File: config.mk
export PLATFORM = sky130hd
export DESIGN_NAME = bmp_rgb24_pixel_parser_flat
export DESIGN_NICKNAME = d
export VERILOG_FILES = /design/src/rtl/bmpp_pkg.sv /design/src/rtl/bmpp_in_if.sv /design/src/rtl/bmpp_out_if.sv /design/src/rtl/bmpp_in_stage.sv /design/src/rtl/bmpp_parser.sv /design/src/rtl/bmp_rgb24_pixel_parser.sv /design/src/flat_wrapper.sv
export SDC_FILE = /design/constraint.sdc
export NUM_CORES = 1
export LEC_CHECK = 0
export BUFFER_PORTS_ARGS = -buffer_cell sky130_fd_sc_hd__buf_4
export CORE_ASPECT_RATIO = 0.7
export CORE_UTILIZATION = 48
export CTS_CLUSTER_DIAMETER = 200
export CTS_CLUSTER_SIZE = 10
export DETAILED_ROUTE_END_ITERATION = 6
export HOLD_SLACK_MARGIN = 0.12
export PLACE_DENSITY = 0.65
export SLEW_MARGIN = 5
export SYNTH_ARGS = -nofsm -noshare
export SYNTH_HDL_FRONTEND = slang
export SYNTH_SLANG_ARGS = --single-unit
File: constraint.sdc
create_clock -name clk -period 5.7 [get_ports clk]
set_input_delay 1.14 -clock clk [delete_from_list [all_inputs] [get_ports clk]]
set_output_delay 1.14 -clock clk [all_outputs]
set_load 0.01 [all_outputs]
File: src/rtl/bmpp_pkg.sv
// ----------------------------------------------------------------------------
// BMP pixel parser package
// Shared constants, parse phase and channel types and the staged byte record.
// ----------------------------------------------------------------------------
`default_nettype none

package bmpp_pkg;

    localparam int unsigned MAX_DIM_DEFAULT = 4096;

    localparam int unsigned BYTE_W     = 8;
    localparam int unsigned POS_W      = 12;
    localparam int unsigned HDR_IDX_W  = 6;

    localparam logic [HDR_IDX_W-1:0] HDR_LAST  = HDR_IDX_W'(14 + 40 - 1);
    localparam logic [HDR_IDX_W-1:0] WIDTH_AT  = HDR_IDX_W'(18);
    localparam logic [HDR_IDX_W-1:0] HEIGHT_AT = HDR_IDX_W'(22);

    typedef enum logic [1:0] {
        PH_HEADER,
        PH_PIXEL,
        PH_PAD,
        PH_DONE
    } phase_t;

    typedef enum logic [1:0] {
        CH_BLUE,
        CH_GREEN,
        CH_RED
    } channel_t;

    typedef struct packed {
        logic [BYTE_W-1:0] data_byte;
        logic              start_of_file;
    } in_item_t;

    typedef struct packed {
        logic     valid;
        in_item_t item;
    } in_stage_t;

endpackage

`default_nettype wire

File: src/rtl/bmpp_in_if.sv
// ----------------------------------------------------------------------------
// BMP byte stream channel
// Valid/ready channel that carries one raw file byte and its start mark.
// ----------------------------------------------------------------------------
`default_nettype none

interface bmpp_in_if;
    logic       valid;
    logic       ready;
    logic [7:0] data_byte;
    logic       start_of_file;

    modport source (output valid, output data_byte, output start_of_file, input ready);
    modport sink   (input valid, input data_byte, input start_of_file, output ready);
endinterface

`default_nettype wire

File: src/rtl/bmpp_out_if.sv
// ----------------------------------------------------------------------------
// BMP pixel result channel
// Valid/ready channel that carries one pixel with its position.
// ----------------------------------------------------------------------------
`default_nettype none

interface bmpp_out_if;
    logic        valid;
    logic        ready;
    logic [7:0]  red;
    logic [7:0]  green;
    logic [7:0]  blue;
    logic [11:0] column;
    logic [11:0] row;
    logic        last_pixel;

    modport source (output valid, output red, output green, output blue,
                    output column, output row, output last_pixel, input ready);
    modport sink   (input valid, input red, input green, input blue,
                    input column, input row, input last_pixel, output ready);
endinterface

`default_nettype wire

File: src/rtl/bmpp_in_stage.sv
// ----------------------------------------------------------------------------
// BMP parser input stage
// Registers each incoming byte; advances whenever the parser takes it.
// ----------------------------------------------------------------------------
`default_nettype none

module bmpp_in_stage (
    input  wire logic                clk,
    input  wire logic                rst_n,
    bmpp_in_if.sink                  in_ch,
    input  wire logic                take_ready,
    output bmpp_pkg::in_stage_t      stage
);
    import bmpp_pkg::*;

    logic     valid_reg;
    in_item_t item_reg;

    assign in_ch.ready = !valid_reg || take_ready;

    always_ff @(posedge clk or negedge rst_n)
    begin
        if (!rst_n)
        begin
            valid_reg <= 1'b0;
        end
        else if (in_ch.ready)
        begin
            valid_reg <= in_ch.valid;
        end
    end

    always_ff @(posedge clk)
    begin
        if (in_ch.valid && in_ch.ready)
        begin
            item_reg.data_byte     <= in_ch.data_byte;
            item_reg.start_of_file <= in_ch.start_of_file;
        end
    end

    assign stage.valid = valid_reg;
    assign stage.item  = item_reg;

endmodule

`default_nettype wire

File: src/rtl/bmpp_parser.sv
// ----------------------------------------------------------------------------
// BMP parser core
// Header count, dimension capture, pixel assembly, row padding skip and
// the result register.
// ----------------------------------------------------------------------------
`default_nettype none

module bmpp_parser #(
    parameter int unsigned MAX_DIM = bmpp_pkg::MAX_DIM_DEFAULT
) (
    input  wire logic                clk,
    input  wire logic                rst_n,
    input  wire bmpp_pkg::in_stage_t stage,
    output logic                     take_ready,
    bmpp_out_if.source               out_ch
);
    import bmpp_pkg::*;

    localparam int unsigned DIM_W   = $clog2(MAX_DIM + 1);
    localparam int unsigned COUNT_W = (DIM_W > POS_W) ? DIM_W : POS_W;

    phase_t               phase_reg,   phase_next;
    logic [HDR_IDX_W-1:0] hdr_idx_reg, hdr_idx_next;
    logic [DIM_W-1:0]     width_reg,   width_next;
    logic [DIM_W-1:0]     height_reg,  height_next;
    channel_t             chan_reg,    chan_next;
    logic [BYTE_W-1:0]    blue_reg,    blue_next;
    logic [BYTE_W-1:0]    green_reg,   green_next;
    logic [COUNT_W-1:0]   col_reg,     col_next;
    logic [COUNT_W-1:0]   row_reg,     row_next;
    logic [1:0]           pad_reg,     pad_next;

    logic                 out_valid_reg;
    logic [BYTE_W-1:0]    red_reg;
    logic [BYTE_W-1:0]    green_out_reg;
    logic [BYTE_W-1:0]    blue_out_reg;
    logic [POS_W-1:0]     column_reg;
    logic [POS_W-1:0]     row_out_reg;
    logic                 last_reg;

    logic                 take;
    logic                 emit;
    logic                 last;
    logic                 row_end;
    logic [BYTE_W-1:0]    b;
    logic [1:0]           lane;
    logic [31:0]          term;
    logic [31:0]          sum;

    assign take_ready = !out_valid_reg || out_ch.ready;
    assign take       = stage.valid && take_ready;
    assign b          = stage.item.data_byte;

    always_comb
    begin
        phase_next   = phase_reg;
        hdr_idx_next = hdr_idx_reg;
        width_next   = width_reg;
        height_next  = height_reg;
        chan_next    = chan_reg;
        blue_next    = blue_reg;
        green_next   = green_reg;
        col_next     = col_reg;
        row_next     = row_reg;
        pad_next     = pad_reg;
        emit         = 1'b0;
        last         = 1'b0;
        row_end      = 1'b0;
        lane         = 2'd0;
        term         = 32'd0;
        sum          = 32'd0;

        if (stage.item.start_of_file)
        begin
            phase_next   = PH_HEADER;
            hdr_idx_next = '0;
            width_next   = '0;
            height_next  = '0;
            chan_next    = CH_BLUE;
            blue_next    = '0;
            green_next   = '0;
            col_next     = '0;
            row_next     = '0;
            pad_next     = '0;
        end

        unique case (phase_next)
            PH_HEADER:
            begin
                if (hdr_idx_next >= WIDTH_AT && hdr_idx_next < WIDTH_AT + HDR_IDX_W'(4))
                begin
                    lane       = 2'(hdr_idx_next - WIDTH_AT);
                    term       = 32'(b) << {lane, 3'b000};
                    sum        = 32'(width_next) + term;
                    width_next = (sum > 32'(MAX_DIM)) ? DIM_W'(MAX_DIM) : sum[DIM_W-1:0];
                end
                else if (hdr_idx_next >= HEIGHT_AT &&
                         hdr_idx_next < HEIGHT_AT + HDR_IDX_W'(4))
                begin
                    lane        = 2'(hdr_idx_next - HEIGHT_AT);
                    term        = 32'(b) << {lane, 3'b000};
                    sum         = 32'(height_next) + term;
                    height_next = (sum > 32'(MAX_DIM)) ? DIM_W'(MAX_DIM) : sum[DIM_W-1:0];
                end
                if (hdr_idx_next >= HDR_LAST)
                begin
                    hdr_idx_next = '0;
                    chan_next    = CH_BLUE;
                    col_next     = '0;
                    row_next     = '0;
                    phase_next   = (width_next == '0 || height_next == '0) ? PH_DONE
                                                                            : PH_PIXEL;
                end
                else
                begin
                    hdr_idx_next = hdr_idx_next + HDR_IDX_W'(1);
                end
            end
            PH_PAD:
            begin
                if (pad_next != 2'd0)
                begin
                    pad_next = pad_next - 2'd1;
                end
                if (pad_next == 2'd0)
                begin
                    phase_next = PH_PIXEL;
                end
            end
            PH_PIXEL:
            begin
                case (chan_next)
                    CH_BLUE:
                    begin
                        blue_next = b;
                        chan_next = CH_GREEN;
                    end
                    CH_GREEN:
                    begin
                        green_next = b;
                        chan_next  = CH_RED;
                    end
                    default:
                    begin
                        chan_next = CH_BLUE;
                        emit      = 1'b1;
                        row_end   = ({1'b0, col_next} + (COUNT_W+1)'(1)) >=
                                    (COUNT_W+1)'(width_next);
                        last      = row_end &&
                                    (({1'b0, row_next} + (COUNT_W+1)'(1)) >=
                                     (COUNT_W+1)'(height_next));
                        if (last)
                        begin
                            phase_next = PH_DONE;
                        end
                        else if (row_end)
                        begin
                            col_next = '0;
                            row_next = row_next + COUNT_W'(1);
                            if (2'(width_next) != 2'd0)
                            begin
                                pad_next   = 2'(width_next);
                                phase_next = PH_PAD;
                            end
                        end
                        else
                        begin
                            col_next = col_next + COUNT_W'(1);
                        end
                    end
                endcase
            end
            default:
            begin
                phase_next = PH_DONE;
            end
        endcase
    end

    always_ff @(posedge clk or negedge rst_n)
    begin
        if (!rst_n)
        begin
            phase_reg   <= PH_HEADER;
            hdr_idx_reg <= '0;
            width_reg   <= '0;
            height_reg  <= '0;
            chan_reg    <= CH_BLUE;
            blue_reg    <= '0;
            green_reg   <= '0;
            col_reg     <= '0;
            row_reg     <= '0;
            pad_reg     <= '0;
        end
        else if (take)
        begin
            phase_reg   <= phase_next;
            hdr_idx_reg <= hdr_idx_next;
            width_reg   <= width_next;
            height_reg  <= height_next;
            chan_reg    <= chan_next;
            blue_reg    <= blue_next;
            green_reg   <= green_next;
            col_reg     <= col_next;
            row_reg     <= row_next;
            pad_reg     <= pad_next;
        end
    end

    always_ff @(posedge clk or negedge rst_n)
    begin
        if (!rst_n)
        begin
            out_valid_reg <= 1'b0;
        end
        else if (take_ready)
        begin
            out_valid_reg <= take && emit;
        end
    end

    // hold the result until the downstream transfer
    always_ff @(posedge clk)
    begin
        if (take && emit)
        begin
            red_reg       <= b;
            green_out_reg <= green_reg;
            blue_out_reg  <= blue_reg;
            column_reg    <= col_reg[POS_W-1:0];
            row_out_reg   <= row_reg[POS_W-1:0];
            last_reg      <= last;
        end
    end

    assign out_ch.valid      = out_valid_reg;
    assign out_ch.red        = red_reg;
    assign out_ch.green      = green_out_reg;
    assign out_ch.blue       = blue_out_reg;
    assign out_ch.column     = column_reg;
    assign out_ch.row        = row_out_reg;
    assign out_ch.last_pixel = last_reg;

`ifndef SYNTHESIS
    a_chan_range: assert property (@(posedge clk) disable iff (!rst_n)
        chan_reg == CH_BLUE || chan_reg == CH_GREEN || chan_reg == CH_RED)
        else $error("channel index out of range");

    a_pad_nonzero: assert property (@(posedge clk) disable iff (!rst_n)
        phase_reg == PH_PAD |-> pad_reg != 2'd0)
        else $error("padding phase with no padding left");

    a_last_done: assert property (@(posedge clk) disable iff (!rst_n)
        (take && emit && last) |=> phase_reg == PH_DONE)
        else $error("last pixel did not end the image");

    a_col_bound: assert property (@(posedge clk) disable iff (!rst_n)
        phase_reg == PH_PIXEL |-> (COUNT_W+1)'(col_reg) < (COUNT_W+1)'(width_reg))
        else $error("column beyond image width");
`endif

endmodule

`default_nettype wire

File: src/rtl/bmp_rgb24_pixel_parser.sv
// ----------------------------------------------------------------------------
// 24-bit BMP pixel parser
// Path: the red byte is held in the input stage register, the pixel in the result register.
// Throughput: one byte per cycle while the result channel does not stall; one pixel per three pixel bytes.
// Reset: rst_n clears all parse state; the next byte is file byte 0.
// start_of_file restarts the parse on the byte that carries it.
// ----------------------------------------------------------------------------
`default_nettype none

module bmp_rgb24_pixel_parser #(
    parameter int unsigned MAX_DIM = bmpp_pkg::MAX_DIM_DEFAULT
) (
    input  wire logic   clk,
    input  wire logic   rst_n,
    bmpp_in_if.sink     in_ch,
    bmpp_out_if.source  out_ch
);
    import bmpp_pkg::*;

    in_stage_t stage;
    logic      take_ready;

    bmpp_in_stage u_in_stage (
        .clk        (clk),
        .rst_n      (rst_n),
        .in_ch      (in_ch),
        .take_ready (take_ready),
        .stage      (stage)
    );

    bmpp_parser #(
        .MAX_DIM (MAX_DIM)
    ) u_parser (
        .clk        (clk),
        .rst_n      (rst_n),
        .stage      (stage),
        .take_ready (take_ready),
        .out_ch     (out_ch)
    );

endmodule

`default_nettype wire
File: src/flat_wrapper.sv
// flat-port wrapper written by rule: the top's interface ports become plain ports
module bmp_rgb24_pixel_parser_flat import bmpp_pkg::*;
#(
    parameter int unsigned MAX_DIM = bmpp_pkg::MAX_DIM_DEFAULT
)
  (clk, rst_n, in_ch_valid, in_ch_data_byte, in_ch_start_of_file, in_ch_ready, out_ch_valid, out_ch_red, out_ch_green, out_ch_blue, out_ch_column, out_ch_row, out_ch_last_pixel, out_ch_ready);
  bmpp_in_if in_ch_i ();
  bmpp_out_if out_ch_i ();
  input  wire logic clk;
  input  wire logic rst_n;
  input wire logic [$bits(in_ch_i.valid)-1:0] in_ch_valid;
  input wire logic [$bits(in_ch_i.data_byte)-1:0] in_ch_data_byte;
  input wire logic [$bits(in_ch_i.start_of_file)-1:0] in_ch_start_of_file;
  output wire logic [$bits(in_ch_i.ready)-1:0] in_ch_ready;
  output wire logic [$bits(out_ch_i.valid)-1:0] out_ch_valid;
  output wire logic [$bits(out_ch_i.red)-1:0] out_ch_red;
  output wire logic [$bits(out_ch_i.green)-1:0] out_ch_green;
  output wire logic [$bits(out_ch_i.blue)-1:0] out_ch_blue;
  output wire logic [$bits(out_ch_i.column)-1:0] out_ch_column;
  output wire logic [$bits(out_ch_i.row)-1:0] out_ch_row;
  output wire logic [$bits(out_ch_i.last_pixel)-1:0] out_ch_last_pixel;
  input wire logic [$bits(out_ch_i.ready)-1:0] out_ch_ready;
  assign in_ch_i.valid = in_ch_valid;
  assign in_ch_i.data_byte = in_ch_data_byte;
  assign in_ch_i.start_of_file = in_ch_start_of_file;
  assign in_ch_ready = in_ch_i.ready;
  assign out_ch_valid = out_ch_i.valid;
  assign out_ch_red = out_ch_i.red;
  assign out_ch_green = out_ch_i.green;
  assign out_ch_blue = out_ch_i.blue;
  assign out_ch_column = out_ch_i.column;
  assign out_ch_row = out_ch_i.row;
  assign out_ch_last_pixel = out_ch_i.last_pixel;
  assign out_ch_i.ready = out_ch_ready;
  bmp_rgb24_pixel_parser #(.MAX_DIM(MAX_DIM)) u_core (.clk(clk), .rst_n(rst_n), .in_ch(in_ch_i), .out_ch(out_ch_i));
endmodule
==> metrics.yaml <==
die_width_um: 167.7
post_drt_wl_per_cell_um: 21.14
synth_cell_types: 81
clock_insertion_delay_worst_skew_ps: 440
num_antenna_cells: 0
postCtsHoldBufs: 0
number_of_h_tree_branching_levels: 4
cp-start-kind: "flip-flop"
synthMostInstantiatedCell: "sky130_fd_sc_hd__nand2_1"
count_of_flip_flops_with_a_built_in_enable_after_synthesis: 58
muxShareOfSynthArea_pct: 1.437
synth_fa_ha_area_share_pct: 7.675
die-height_um: 118.0
row_count: 42
total_global_routing_overflow: 0
outcome: "completed"
drt-total-wl_um: 26850
syn_avg_cell_area_um2: 9.397
cellLeakagePower_nw: 4.520
fmax_ghz: 0.2064
drt_first_iter_violations: 1023
drt_drc_violations_left: 0
yosys_warnings: 0
synthesis.area_mm2: 0.009228
synth_top_cells_by_area: "sky130_fd_sc_hd__dfrtp_1, sky130_fd_sc_hd__edfxtp_1, sky130_fd_sc_hd__ha_1, sky130_fd_sc_hd__nand2_1, sky130_fd_sc_hd__a21oi_1"
setup.worst_path.class: "flip-flop to flip-flop"
clkSinkCount: 140
finalSetupViolCount: 0
dp_slack_ps: 944.6
synth.ff_latch_count: 140
min-delay-start: "u_core.u_parser.green_reg[5]$_DFFE_PN0P_"
ys_dominant_reg_cell: "sky130_fd_sc_hd__dfrtp_1"
cts.clk_slew.worst_paths_ps: 60
cts_root_buf: "sky130_fd_sc_hd__clkbuf_16"
hold_viol_final: 0
rsz0062_at_grt: "false"
crit_required_ps: 6030
synth.top_cells.by_count: "sky130_fd_sc_hd__nand2_1, sky130_fd_sc_hd__dfrtp_1, sky130_fd_sc_hd__edfxtp_1"
final.setup.worst_slack_ps: 855.0
final_core_util_pct: 55.70
synth-compound-area-share_pct: 21.88
grt_antenna_before_repair: 0
layout_worst_path_cycle_share_pct: 85.00
synthSimpleGateAreaFrac_pct: 18.98
cells_after_synthesis: 982
worst_slew_margin_rel_pct: 48.32
critPathMaxFanout: 30
grt_max_degree: 50
finalNetCount: 1078
post-route-min-period_ps: 4845
r2r-start: "u_core.u_in_stage.stage[0]$_DFFE_PP_"
cts.repair_timing.setup_buffer_count: 0
vias_per_cell: 6.331
first_pass_iters: 5
largest_family_of_logic_cells_by_synthesized_area: "compound AO/OA/AOI/OAI gates"
route.vias.total: 8041
initial_utilization_pct: 48.91
port_buffers: 63
clock_tree.buffer_depth: 2
first_global_vias: 7150
post_cts.resized_instances: 0
global_route.usage.total_pct: 27.99
critical_path.startpoint: "u_core.u_in_stage.stage[0]$_DFFE_PP_"
hold_path.class: "flip-flop to flip-flop"
final-max-slew-violation-count: 0
dp_hpwl_um: 19370
fin_cells: 1270
summed_area_of_non_filler_cells_in_the_final_layout_mm2: 0.01051
detail-route-antenna-nets: 0
worst-endpoint-arrival_ps: 5180
cell_type_with_the_highest_aggregate_area_in_the_netlist: "sky130_fd_sc_hd__dfrtp_1"
sequential_to_total_area_share_from_yosys_stat_pct: 41.11
cts_tree: "yes"
io_pins: 64
maxCapViolations: 0
critPathCaptureType: "flip-flop"
area_growth_pct: 13.88
placed_cell_area_mm2: 0.009846
dp_cells: 1238
floorplan.core_area_mm2: 0.01887
cts_buffers: 17
routabilityCongestion: 0.9273
layout_skew_ps: 10.51
power.density_mw_per_mm2: 305.4
nFillCells: 1683
aggregate_negative_setup_slack_ps: 0
post_syn_nets: 1045
die_area_mm2: 0.01979
worstMarginPinSlew_ps: 767.2
grt_first_pass_wirelength_um: 42050
layout-drive-gt1-share_pct: 12.35
synth.top_cell.area_share_pct: 22.24
async_reset_ff_share_pct: 58.57
power.ir.vdd_worst_v: 0.0002337
synth_xor_xnor_area_share_pct: 4.556
final timing paths:
kind	to	slack (ps)	cells past startpoint
setup reg to reg	u_core.u_parser.col_reg[10]$_DFFE_PN0P_	860	18
setup / recovery	u_core.u_parser.col_reg[10]$_DFFE_PN0P_	860	18
max in group asynchronous	u_core.u_parser.height_reg[12]$_DFFE_PN0P_	3970	2
hold reg to reg	u_core.u_parser.out_ch.green[5]$_DFFE_PP_	450	0
min in group asynchronous	u_core.u_parser.col_reg[2]$_DFFE_PN0P_	670	1
hold / removal	u_core.u_parser.out_ch.green[5]$_DFFE_PP_	450	0
routing by layer:
layer | wire length, um | GRT usage, % | part of all wire (%) | vias to the layer above
met3 | 2551 | 6.187 | 9.5 | 22
met1 | 13480 | 46.04 | 50 | 3910
met5 | 0 | 0 | 0 | -
met4 | 253 | 6.823 | 0.94 | 0
li1 | - | - | - | 3718
met2 | 10570 | 35.81 | 39 | 391
report_power, final:
part / total (mW) / internal [mW] / leakage [nW] / switching, mW
Sequential: 1.20 / 1.12 / 1.70 / 0.0824
Clock: 1.27 / 0.829 / 0.316 / 0.442
Combinational: 0.738 / 0.252 / 2.51 / 0.486
Total: 3.21 / 2.20 / 4.52 / 1.01
worst max-delay path: stages, from the launching register on:
cell and delay, ps:
sky130_fd_sc_hd__edfxtp_1 500, sky130_fd_sc_hd__buf_4 290, sky130_fd_sc_hd__nor2b_1 200, sky130_fd_sc_hd__ha_1 220, sky130_fd_sc_hd__nand3_1 130, sky130_fd_sc_hd__nor2_1 240
sky130_fd_sc_hd__and3_1 280, sky130_fd_sc_hd__and4_1 300, sky130_fd_sc_hd__nand3_1 120, sky130_fd_sc_hd__xor2_1 150, sky130_fd_sc_hd__nor2_1 80, sky130_fd_sc_hd__ha_1 230
sky130_fd_sc_hd__nor3_1 180, sky130_fd_sc_hd__o221ai_1 130, sky130_fd_sc_hd__o22ai_1 320, sky130_fd_sc_hd__nand2_1 290, sky130_fd_sc_hd__nor2_1 650, sky130_fd_sc_hd__a21oi_1 130
sky130_fd_sc_hd__a221oi_1 280
kinds of logic after synthesis:
| logic type | count (synthesis) |
|---|---|
| mux | 13 |
| buf+inv | 98 |
| simple gates | 341 |
| xor+xnor | 48 |
| compound gates | 284 |
| flops | 140 |
| fa+ha+maj | 58 |
layout by cell type, fill, tap and decap left out, types with 7 or more instances in the layout:
cell | synthesis | layout
sky130_fd_sc_hd__a21o_1 | 13 | 13
sky130_fd_sc_hd__a21oi_1 | 56 | 56
sky130_fd_sc_hd__a22o_1 | 27 | 27
sky130_fd_sc_hd__a31oi_1 | 13 | 13
sky130_fd_sc_hd__a32o_1 | 18 | 18
sky130_fd_sc_hd__and2_1 | 8 | 8
sky130_fd_sc_hd__and3_1 | 18 | 18
sky130_fd_sc_hd__and3b_1 | 7 | 7
sky130_fd_sc_hd__buf_4 | 0 | 77
sky130_fd_sc_hd__clkbuf_16 | 0 | 17
sky130_fd_sc_hd__dfrtp_1 | 82 | 82
sky130_fd_sc_hd__edfxtp_1 | 58 | 58
sky130_fd_sc_hd__ha_1 | 50 | 50
sky130_fd_sc_hd__inv_1 | 34 | 34
sky130_fd_sc_hd__mux2i_1 | 11 | 11
sky130_fd_sc_hd__nand2_1 | 108 | 108
sky130_fd_sc_hd__nand2b_1 | 19 | 19
sky130_fd_sc_hd__nand3_1 | 30 | 30
sky130_fd_sc_hd__nand4_1 | 11 | 11
sky130_fd_sc_hd__nor2_1 | 52 | 51
sky130_fd_sc_hd__nor2b_1 | 26 | 26
sky130_fd_sc_hd__nor3_1 | 14 | 14
sky130_fd_sc_hd__nor4_1 | 8 | 8
sky130_fd_sc_hd__o211ai_1 | 13 | 13
sky130_fd_sc_hd__o21ai_0 | 54 | 54
sky130_fd_sc_hd__o21ai_1 | 9 | 9
sky130_fd_sc_hd__o31ai_1 | 7 | 7
sky130_fd_sc_hd__o41ai_1 | 7 | 7
sky130_fd_sc_hd__or3_1 | 7 | 7
sky130_fd_sc_hd__xnor2_1 | 27 | 27
sky130_fd_sc_hd__xor2_1 | 21 | 21
metrics by stage:
stage                     hold WS (ps)  total power, mW
after floorplan                  420.6            1.729
after CTS                        448.4            3.203
after global placement           429.8            1.925
after global routing             466.1            3.339
after detailed placement         435.7            1.928
final                            450.0            3.210
cell type report:
| class | instances | area (um2) | share of cell area [%] |
|---|---|---|---|
| clock buffers | 20 | 446.7 | 4.251 |
| flip-flops and latches | 140 | 3794 | 36.10 |
| well taps | 242 | 302.8 | 2.881 |
| inverters | 35 | 131.4 | 1.250 |
| multi-input cells | 744 | 5040 | 47.96 |
| repair buffers | 77 | 578.1 | 5.501 |
| clock inverters | 12 | 216.5 | 2.060 |
Power figures use the tool's default switching activity.
